===== src/rtl/idm_div.sv =====
module idm_div #(
  parameter int unsigned NW = 32,
  parameter int unsigned DW = 16,
  parameter int unsigned QW = 12,
  parameter int unsigned SW = 1
) (
  input  logic          clk_i,
  input  logic          rst_ni,
  input  logic          en_i,
  input  logic          vld_i,
  input  logic [NW-1:0] n_i,
  input  logic [DW-1:0] d_i,
  input  logic [SW-1:0] side_i,
  output logic          vld_o,
  output logic [QW-1:0] q_o,
  output logic [SW-1:0] side_o
);

  // Restoring division, one quotient bit per stage. The caller keeps n < d << QW.
  localparam int unsigned W = (NW > DW + QW) ? NW : DW + QW;

  logic [W-1:0]  rem_q  [QW];
  logic [DW-1:0] den_q  [QW];
  logic [QW-1:0] quo_q  [QW];
  logic [SW-1:0] side_q [QW];
  logic          vld_q  [QW];

  for (genvar s = 0; s < QW; s++) begin : g_stage
    logic [W-1:0]  rem_in;
    logic [W-1:0]  dsh;
    logic [DW-1:0] den_in;
    logic [QW-1:0] quo_in;
    logic [SW-1:0] side_in;
    logic          vld_in;
    logic          take;

    if (s == 0) begin : g_first
      assign rem_in  = W'(n_i);
      assign den_in  = d_i;
      assign quo_in  = '0;
      assign side_in = side_i;
      assign vld_in  = vld_i;
    end else begin : g_next
      assign rem_in  = rem_q[s-1];
      assign den_in  = den_q[s-1];
      assign quo_in  = quo_q[s-1];
      assign side_in = side_q[s-1];
      assign vld_in  = vld_q[s-1];
    end

    assign dsh  = W'(den_in) << (QW - 1 - s);
    assign take = (rem_in >= dsh);

    always_ff @(posedge clk_i or negedge rst_ni) begin
      if (!rst_ni) begin
        vld_q[s] <= 1'b0;
      end else if (en_i) begin
        vld_q[s] <= vld_in;
      end
    end

    always_ff @(posedge clk_i) begin
      if (en_i) begin
        rem_q[s]  <= take ? (rem_in - dsh) : rem_in;
        den_q[s]  <= den_in;
        quo_q[s]  <= (quo_in << 1) | QW'(take);
        side_q[s] <= side_in;
      end
    end
  end

  assign vld_o  = vld_q[QW-1];
  assign q_o    = quo_q[QW-1];
  assign side_o = side_q[QW-1];

endmodule


===== config.mk =====
export PLATFORM = sky130hd
export DESIGN_NAME = idm_div
export DESIGN_NICKNAME = d
export VERILOG_FILES = /design/src/rtl/idm_div.sv
export SDC_FILE = /design/constraint.sdc
export NUM_CORES = 1
export LEC_CHECK = 0
export BUFFER_PORTS_ARGS = -buffer_cell sky130_fd_sc_hd__buf_4
export CAP_MARGIN = 10
export CORE_ASPECT_RATIO = 0.7
export CORE_MARGIN = 4
export CORE_UTILIZATION = 41
export CTS_BUF_LIST = sky130_fd_sc_hd__clkbuf_8
export DETAILED_ROUTE_END_ITERATION = 10
export PLACE_DENSITY_LB_ADDON = 0.3
export SKIP_CTS_REPAIR_TIMING = 1
export SYNTH_ARGS = -nofsm -noshare
export SYNTH_HDL_FRONTEND = slang
export SYNTH_SLANG_ARGS = --single-unit
export TNS_END_PERCENT = 100

===== constraint.sdc =====
create_clock -name clk_i -period 3.9 [get_ports clk_i]
set_input_delay 0.195 -clock clk_i [delete_from_list [all_inputs] [get_ports clk_i]]
set_output_delay 0.195 -clock clk_i [all_outputs]
set_load 0.05 [all_outputs]

==> results of run 1 <==
-- per-layer routing --
metal | vias up | part of all wire | global-route usage
met5 | - | 0 | 0
met4 | 0 | 0.019 | 0.0406
met3 | 115 | 0.077 | 0.0381
met2 | 755 | 0.39 | 0.229
met1 | 10900 | 0.51 | 0.271
li1 | 10700 | - | -
-- kinds of logic after synthesis --
family	Yosys count
XOR/XNOR	236
multiplexers	53
buffers and inverters	305
adder cells (fa/ha/maj)	203
AND/OR/NAND/NOR	721
AO/OA/AOI/OAI	614
flip-flops	630
-- worst max-delay path by stage --
stage,slack (ps),start,endpoint
after detailed placement,290,rem_q[2][8],rem_q[3][12]
after global routing,30,rem_q[1][9],rem_q[2][25]
after CTS,260,rem_q[2][8],rem_q[3][14]
after floorplan,770,den_q[1][49],rem_q[8][22]
final,210,rem_q[2][8],rem_q[3][14]
after global placement,290,rem_q[1][9],rem_q[2][25]
-- power groups by stage --
stage	Combinational [mW]	Sequential, mW	Clock (mW)
finish	7.75	10.1	5.51
global route	8.61	10.2	6.04
CTS	7.58	10.1	5.71
detailed placement	7.51	10.2	0
global placement	7.21	10.2	0
floorplan	5.61	9.93	0
-- stage by stage --
stage	hold slack [ps]	total power [mW]	std cells	instance area (um2)
after floorplan	-101	15.5	2762	32800
after global placement	34.6	17.4	3889	35000
after detailed placement	39.6	17.7	3889	35000
after CTS	-757	23.4	4070	36900
after global routing	47.4	24.9	4125	37400
final	66.0	23.3	4130	37500
-- critical path, stage by stage (launching register included) --
cell and delay (ps):
edfxtp_1 350, inv_1 50, ha_1 220, fa_1 400, nand2b_1 180, a21oi_1 270
nor2_1 100, a21oi_1 300, nor2_1 150, o31ai_4 690, buf_4 350, mux2_2 360
-- layout by cell type (no fill, tap or decap), types with 54 or more instances in the layout --
master           n
o21ai_0        158
nand2_1        171
clkbuf_8       102
nor3_1          59
a21oi_1        203
edfxtp_1       618
nor2_1         184
ha_1           192
dlygate4sd3_1   54
buf_4          111
xor2_1         115
a21o_1          63
xnor2_1        121
inv_1          282
-- registers in the layout (all words and copies together), names as in the netlist --
signal	count
vld_o	1
g_stage.vld_in	11
rem_q	352
den_q	176
side_q	12
quo_q	78
-- area by class of cell --
class,count,area (um2),area share
diodes,6,15.0,0.000401
well taps,1056,1320,0.0353
flip-flops and latches,630,18900,0.503
multi-input cells,1827,12800,0.343
clock inverters,79,529,0.0141
inverters,257,965,0.0258
repair buffers,173,1530,0.0408
clock buffers,102,1400,0.0375
-- cells in the mapped netlist, types with 13 or more instances --
cell | n | share of area
xor2_1 | 115 | 0.031
mux2_2 | 45 | 0.015
a21oi_1 | 204 | 0.031
o21a_1 | 29 | 0.0066
nor4_1 | 45 | 0.0086
nand2b_1 | 37 | 0.0071
or3_1 | 30 | 0.0057
o211ai_1 | 13 | 0.0030
o21ai_0 | 158 | 0.024
o21bai_1 | 20 | 0.0046
a211oi_1 | 29 | 0.0066
o31a_1 | 15 | 0.0040
nor3_1 | 59 | 0.0090
nand3_1 | 39 | 0.0059
clkbuf_1 | 37 | 0.0042
a21o_1 | 63 | 0.014
o31ai_1 | 13 | 0.0030
ha_1 | 192 | 0.073
edfxtp_1 | 618 | 0.57
or4_1 | 18 | 0.0041
nand4_1 | 19 | 0.0036
inv_1 | 255 | 0.029
nand2_1 | 171 | 0.020
nand4b_1 | 14 | 0.0037
xnor2_1 | 121 | 0.032
nor4b_1 | 14 | 0.0037
nor2_1 | 184 | 0.021
nor2b_1 | 23 | 0.0044
==> impl_metrics.yaml, run 1 <==
global_routing:
  track_usage: 0.169
  grt_pass1_wl_mm: 116
  antenna_found_initial: 1
  grt_max_degree: 108
  grt_pass1_vias: 21600
  grt-ovfl-total: 0
finish:
  fillers: 7039
  final_util: 0.474
  fin_nets: 3244
  area_growth_syn_to_layout_pct: 14.1
  layout-drive-gt1-share: 0.106
die:
  core_area_um2: 79000
  io-pin-count: 67
  die_w_um: 346
  dieArea_um2: 84700
  dieHeight_um: 245
  rows: 86
  start_util: 0.416
clock_tree:
  cts_buffer_depth: 3
  clock-root-buffer: "clkbuf_8"
  cts.sinks: 630
  cts.htree.levels: 3
  clk_pin_slew_ps: 60
  cts_made_buffers: 99
  cts_tree: "built"
  clk_latency_ps: 750
timing:
  grt_setup_unrepaired: "false"
  setup_viol: 0
  skew_ps: 56.3
  min_period_ps: 3690
  min_period_over_period: 0.947
  fin_setup_tns_ps: 0
  setup_ws_ps: 207
  tightest_slew_ps: 1060
  timing.fmax_mhz: 271
  slew_headroom: 0.294
  finalHoldViolCount: 0
  drv_slew: 0
run_status:
  failed_checks: "antenna violations"
  status: "complete, but fails checks"
worst_setup_path:
  rr_startpoint: "rem_q[2][8]"
  r2r-end: "rem_q[3][14]"
  end_kind: "register"
  cp-start-kind: "register"
  cp.arrival_ps: 4160
  rrSetupSlack_ps: 210
  crit_type: "reg2reg"
  worstRegToRegCells: 11
  crit_required_ps: 4370
  critPathMaxFanout: 16
worst_hold_path:
  worstHoldStart: "en_i"
  min_path_type: "in2reg"
  whs_path_depth: 1
  min_to: "side_q[2][1]"
power:
  p_int_mw: 15.4
  p_sw_frac: 0.340
  sequentialPowerShare: 0.432
  p_clk_frac: 0.236
  ir_drop_mv: 0.299
  p_switching_mw: 7.93
  comb_power_share: 0.332
  p_leak_nw: 14.5
  powerDensity_nw_per_um2: 623
drt:
  ant_nets: 1
  detail_route.wl_per_cell_um: 17.6
  wirelength_mm: 72.6
  vias: 22400
  drc_errors: 0
  first_iter_violations: 2270
  firstDrtPassIters: 6
  vias_per_cell: 5.43
synth:
  synth-seq-area-share: 0.575
  synth-seq-cells: 630
  yosys_warnings: 0
  synth_top_family_by_area: "compound AO/OA/AOI/OAI gates"
  avgSynthCellArea_um2: 11.9
  syn-cell-area_um2: 32800
  synth_compound_area_frac: 0.116
  synth_simple_gate_area_frac: 0.113
  syn-num-nets: 3018
  ys.flop_type: "edfxtp_1"
  synth_cells: 2762
  synth_xor_area_frac: 0.0630
  synthMuxAreaShare: 0.0184
  synth_cell_type_count: 81
  synth_edf_count: 618
  async_flop_share: 0.0190
  synth_fa_ha_area_frac: 0.0799
place:
  hpwl_mm: 53.3
  post-place-ws_ps: 293
  port_buffers: 66
  gp_congestion: 0.913
flow_run:
  cap_viol_max_count: 0
(Power assumes the default switching activity.)
==> run 2, diff against run 1 <==
Settings changed: CORE_ASPECT_RATIO 0.7 to 1.1, SETUP_SLACK_MARGIN set to 0.3.
==> impl_metrics.yaml, run 2 (synthesis results as in run 1) <==
worst_setup_path:
  critPathMaxFanout: 3
  crit_required_ps: 4310
  end_kind: "register"
  cp-start-kind: "register"
  worstRegToRegCells: 12
  rr_startpoint: "rem_q[5][5]"
  rrSetupSlack_ps: 470
  crit_type: "reg2reg"
  cp.arrival_ps: 3840
  cp-endpoint: "rem_q[6][29]"
  r2r-end: "rem_q[6][29]"
  crit_start: "rem_q[5][5]"
power:
  comb_power_share: 0.331
  power_mw: 22.6
  powerDensity_nw_per_um2: 605
  p_int_mw: 15.1
  ir_drop_mv: 0.299
  p_clk_frac: 0.225
  p_leak_nw: 14.5
  sequentialPowerShare: 0.445
  p_switching_mw: 7.51
  p_sw_frac: 0.332
global_routing:
  met3_usage: 0.0253
  grt_max_degree: 128
  top_usage_layer: "met2"
  grt_pass1_vias: 22200
  track_usage: 0.146
  grt_pass1_wl_mm: 104
  antenna_found_initial: 1
  grt-ovfl-total: 0
  use_met2: 0.287
  use_met1: 0.142
flow_run:
  cap_viol_max_count: 0
finish:
  regMostFlops: "rem_q"
  final_common_cell: "edfxtp_1"
  top_regs: "rem_q: 352 flops, den_q: 176 flops, quo_q: 78 flops"
  area_growth_syn_to_layout_pct: 13.8
  fin_nets: 3242
  final_cells: 4106
  layout-drive-gt1-share: 0.107
  final_area_um2: 37400
  largest_register_ffs: 352
  layout_common_cells: "edfxtp_1 (618), inv_1 (299), a21oi_1 (201)"
die:
  core_area_um2: 79200
  dieHeight_um: 305
  dieArea_um2: 84700
  die_w_um: 278
  io-pin-count: 67
  rows: 108
  start_util: 0.415
timing:
  setup_ws_ps: 473
  min_period_ps: 3430
  drv_slew: 0
  timing.fmax_mhz: 292
  finalHoldViolCount: 0
  slew_headroom: 0.522
  setup_viol: 0
  skew_ps: 67.5
  grt_setup_unrepaired: "false"
  tightest_slew_ps: 710
  min_period_over_period: 0.879
drt:
  vias: 21400
  vias_per_cell: 5.22
  first_iter_violations: 827
  ant_nets: 0
  drc_errors: 0
  wirelength_mm: 62.9
  detail_route.wl_per_cell_um: 15.3
  firstDrtPassIters: 5
clock_tree:
  clk_pin_slew_ps: 60
  cts_tree: "built"
  clk_latency_ps: 730
  clock-root-buffer: "clkbuf_8"
  cts.sinks: 630
  cts.htree.levels: 3
  cts_buffer_depth: 3
  cts_made_buffers: 104
run_status:
  status: "complete, no violations"
place:
  post-place-ws_ps: 43.2
  dp_cells: 3867
  port_buffers: 66
  gp_congestion: 0.935
  hpwl_mm: 46.8
  placed_area_um2: 34900
worst_hold_path:
  min_path_type: "in2reg"
## run 2: changes by cell type in the layout (fill, tap and decap cells not counted), sizes merged
cell	change
inv	+20
clkinv	-18
buf	-8
bufinv	-6
diode	-5
clkbuf	+3
dlygate4sd3	+1
## run 2: how the worst min path moves through the flow
stage,endpoint,from,slack [ps],depth (start not counted)
3_5_place_dp,vld_o,rst_ni,40,1
5_1_grt,rem_q[0][1],n_i[1],140,2
4_1_cts,g_stage[10].vld_in,rst_ni,-760,1
3_3_place_gp,vld_o,rst_ni,30,1
2_1_floorplan,g_stage[10].vld_in,rst_ni,-100,0
6_report,den_q[0][0],d_i[0],190,2
## run 2: worst max-delay path: stages (launching register included)
cell and delay, ps:
edfxtp_1 360, inv_1 80, ha_1 160, inv_1 60
fa_1 410, a211oi_1 250, o21bai_1 170, a21oi_1 310
a31oi_1 210, a41o_1 300, or4_1 470, nor3_1 230
xor2_1 100
## run 2: through the flow
step                       util  hold WS (ps)  setup TNS (ps)
final                     0.472           191               0
after global routing      0.472           136               0
after CTS                 0.463          -762           -16.8
after detailed placement  0.440          40.8               0
after global placement    0.440          33.6               0
after floorplan               -          -101               0
## run 2: power by group through the flow
stage          Clock, mW  Sequential, mW  Combinational [mW]
3_3_place_gp           0            10.1                7.06
4_1_cts             5.31            10.0                7.35
2_1_floorplan          0            9.93                5.61
5_1_grt             5.65            10.2                8.36
3_5_place_dp           0            10.2                7.30
6_report            5.08            10.0                7.47
## run 2: layout make-up
type	count	area [um2]
tap	1045	1310
sequential	630	18900
clock inverter	75	392
inverter	257	965
fill	7086	41800
timing repair buffer	166	1490
clock buffer	105	1450
multi-input combinational	1827	12900
antenna	1	2.50
## run 2: per-layer routing
metal	part of all wire	vias to the layer above
met5	0	-
met4	0.051	0
met3	0.036	196
met2	0.55	502
met1	0.36	10000
li1	-	10700
==> run 3, diff against run 2 <==
Settings changed: ABC_AREA set to 1.
==> impl_metrics.yaml, run 3 <==
global_routing:
  top_usage_layer: "met2"
  use_met1: 0.246
  track_usage: 0.214
  met3_usage: 0.0233
  grt-ovfl-total: 0
  antenna_found_initial: 2
  grt_pass1_vias: 31100
  grt_max_degree: 88
  use_met2: 0.401
  grt_pass1_wl_mm: 171
finish:
  layout_common_cells: "nand2_1 (1,792), inv_1 (898), edfxtp_1 (618)"
  largest_register_ffs: 352
  fillers: 9475
  regMostFlops: "rem_q"
  fin_nets: 5436
  area_growth_syn_to_layout_pct: 11.3
  final_common_cell: "nand2_1"
  layout-drive-gt1-share: 0.0655
  top_regs: "rem_q: 352 flops, den_q: 176 flops, quo_q: 78 flops"
worst_hold_path:
  min_path_type: "in2reg"
  whs_path_depth: 2
  min_to: "side_q[0][0]"
  worstHoldStart: "side_i"
clock_tree:
  cts_buffer_depth: 3
  cts_made_buffers: 106
  cts_tree: "built"
  clk_latency_ps: 800
  clk_pin_slew_ps: 60
  cts.htree.levels: 3
  clock-root-buffer: "clkbuf_8"
  cts.sinks: 630
worst_setup_path:
  cp_slowest_cell: "fa_1"
  rr_startpoint: "rem_q[0][10]"
  critPathMaxFanout: 21
  cp-start-kind: "register"
  crit_type: "reg2reg"
  cpPeakStageDelay_ps: 510
  cp.arrival_ps: 3480
  cp_cell_sequence: "inv_1 > ha_1 > inv_1 > fa_1 > a21oi_2 > nand2_1 > nand2_1 > nand3_2 > inv_2 > a21oi_1"
  crit_required_ps: 4380
  rrSetupSlack_ps: 900
  r2r-end: "rem_q[1][28]"
  end_kind: "register"
  worstRegToRegCells: 10
die:
  rows: 119
  dieHeight_um: 333
  io-pin-count: 67
  die_w_um: 304
  core_area_um2: 95600
  dieArea_um2: 101000
  start_util: 0.413
timing:
  setup_viol: 0
  fin_setup_tns_ps: 0
  grt_setup_unrepaired: "false"
  finalHoldViolCount: 0
  min_period_ps: 3000
  min_period_over_period: 0.768
  drv_slew: 0
  tightest_slew_ps: 804
  whs_ps: 197
  slew_headroom: 0.458
  skew_ps: 80.6
  timing.fmax_mhz: 334
power:
  ir_drop_mv: 0.293
  p_leak_nw: 20.7
  powerDensity_nw_per_um2: 589
synth:
  syn-cell-area_um2: 39500
  synth_top_area_cell: "edfxtp_1"
  synth_cells: 4972
  synth-seq-area-share: 0.478
  synth-seq-cells: 630
  synth_edf_count: 618
  ys.flop_type: "edfxtp_1"
  yosys_warnings: 0
  syn-num-nets: 5228
  avgSynthCellArea_um2: 7.94
  synth_area_leaders: "edfxtp_1 (47%), nand2_1 (17%), inv_1 (8.3%)"
  ys_top_cells_by_count: "nand2_1 (1,792), inv_1 (869), edfxtp_1 (618)"
  async_flop_share: 0.0190
  synth_most_common_cell: "nand2_1"
  netlist.area_leader.share: 0.470
  synth_cell_type_count: 46
drt:
  drc_errors: 0
  first_iter_violations: 1995
  firstDrtPassIters: 9
  detail_route.wl_per_cell_um: 16.9
  vias: 31900
  wirelength_mm: 111
  vias_per_cell: 4.88
  ant_nets: 0
flow_run:
  cap_viol_max_count: 0
place:
  port_buffers: 66
  hpwl_mm: 87.7
  gp_congestion: 0.938
run_status:
  status: "complete, no violations"
[run 3: cell type report]
class / instances / area [um2] / area share
Multi-Input combinational cell: 3423 / 17000 / 0.386
Timing Repair Buffer: 140 / 1280 / 0.0291
Antenna cell: 2 / 5.00 / 0.000114
Tap cell: 1270 / 1590 / 0.0362
Clock buffer: 106 / 1460 / 0.0332
Inverter: 879 / 3300 / 0.0751
Clock inverter: 87 / 477 / 0.0108
Sequential cell: 630 / 18900 / 0.429
[run 3: kinds of logic after synthesis]
| group | synth area share |
|---|---|
| compound gates | 0.0464 |
| mux | 0.000570 |
| simple gates | 0.291 |
| fa+ha+maj | 0.0664 |
| xor+xnor | 0.0262 |
| flops | 0.478 |
| buf+inv | 0.0922 |
[run 3: worst max path at each step]
stage | start | end | slack [ps] | cells after the start
final | rem_q[0][10] | rem_q[1][28] | 900 | 10
after global routing | rem_q[0][10] | rem_q[1][28] | 640 | 10
after CTS | rem_q[0][10] | rem_q[1][28] | 870 | 10
after detailed placement | rem_q[0][10] | rem_q[1][28] | 880 | 10
after global placement | rem_q[0][10] | rem_q[1][28] | 900 | 10
after floorplan | den_q[2][0] | rem_q[9][10] | 1700 | 15
[run 3: power by group]
group | switching, mW | internal (mW) | total [mW]
Combinational | 6.78 | 3.44 | 10.2
Clock | 2.85 | 2.70 | 5.56
Sequential | 0.966 | 9.14 | 10.1
[run 3: stage by stage]
step / setup WS (ps) / power (mW) / instances / cell area (um2) / util
finish: 904 / 25.9 / 6537 / 43900 / 0.460
floorplan: 1700 / 17.2 / 4972 / 39500 / -
detailed placement: 875 / 20.4 / 6289 / 41500 / 0.434
global placement: 905 / 20.3 / 6289 / 41500 / 0.434
CTS: 867 / 26.0 / 6482 / 43400 / 0.454
global route: 637 / 27.9 / 6537 / 43900 / 0.460
[run 3: metal layers]
layer,share of wire,wire length [um],vias to the layer above
met5,0,0,-
met4,0.045,5040,0
met3,0.036,4030,248
met2,0.52,57500,661
met1,0.40,44200,14600
li1,-,-,16300
[run 3: critical path: cells and delay by family, from the launching register on]
family          cells  cell delay, ps
compound gates      2             350
flops               1             360
simple gates        3             580
fa+ha+maj           2             730
buf+inv             3             690
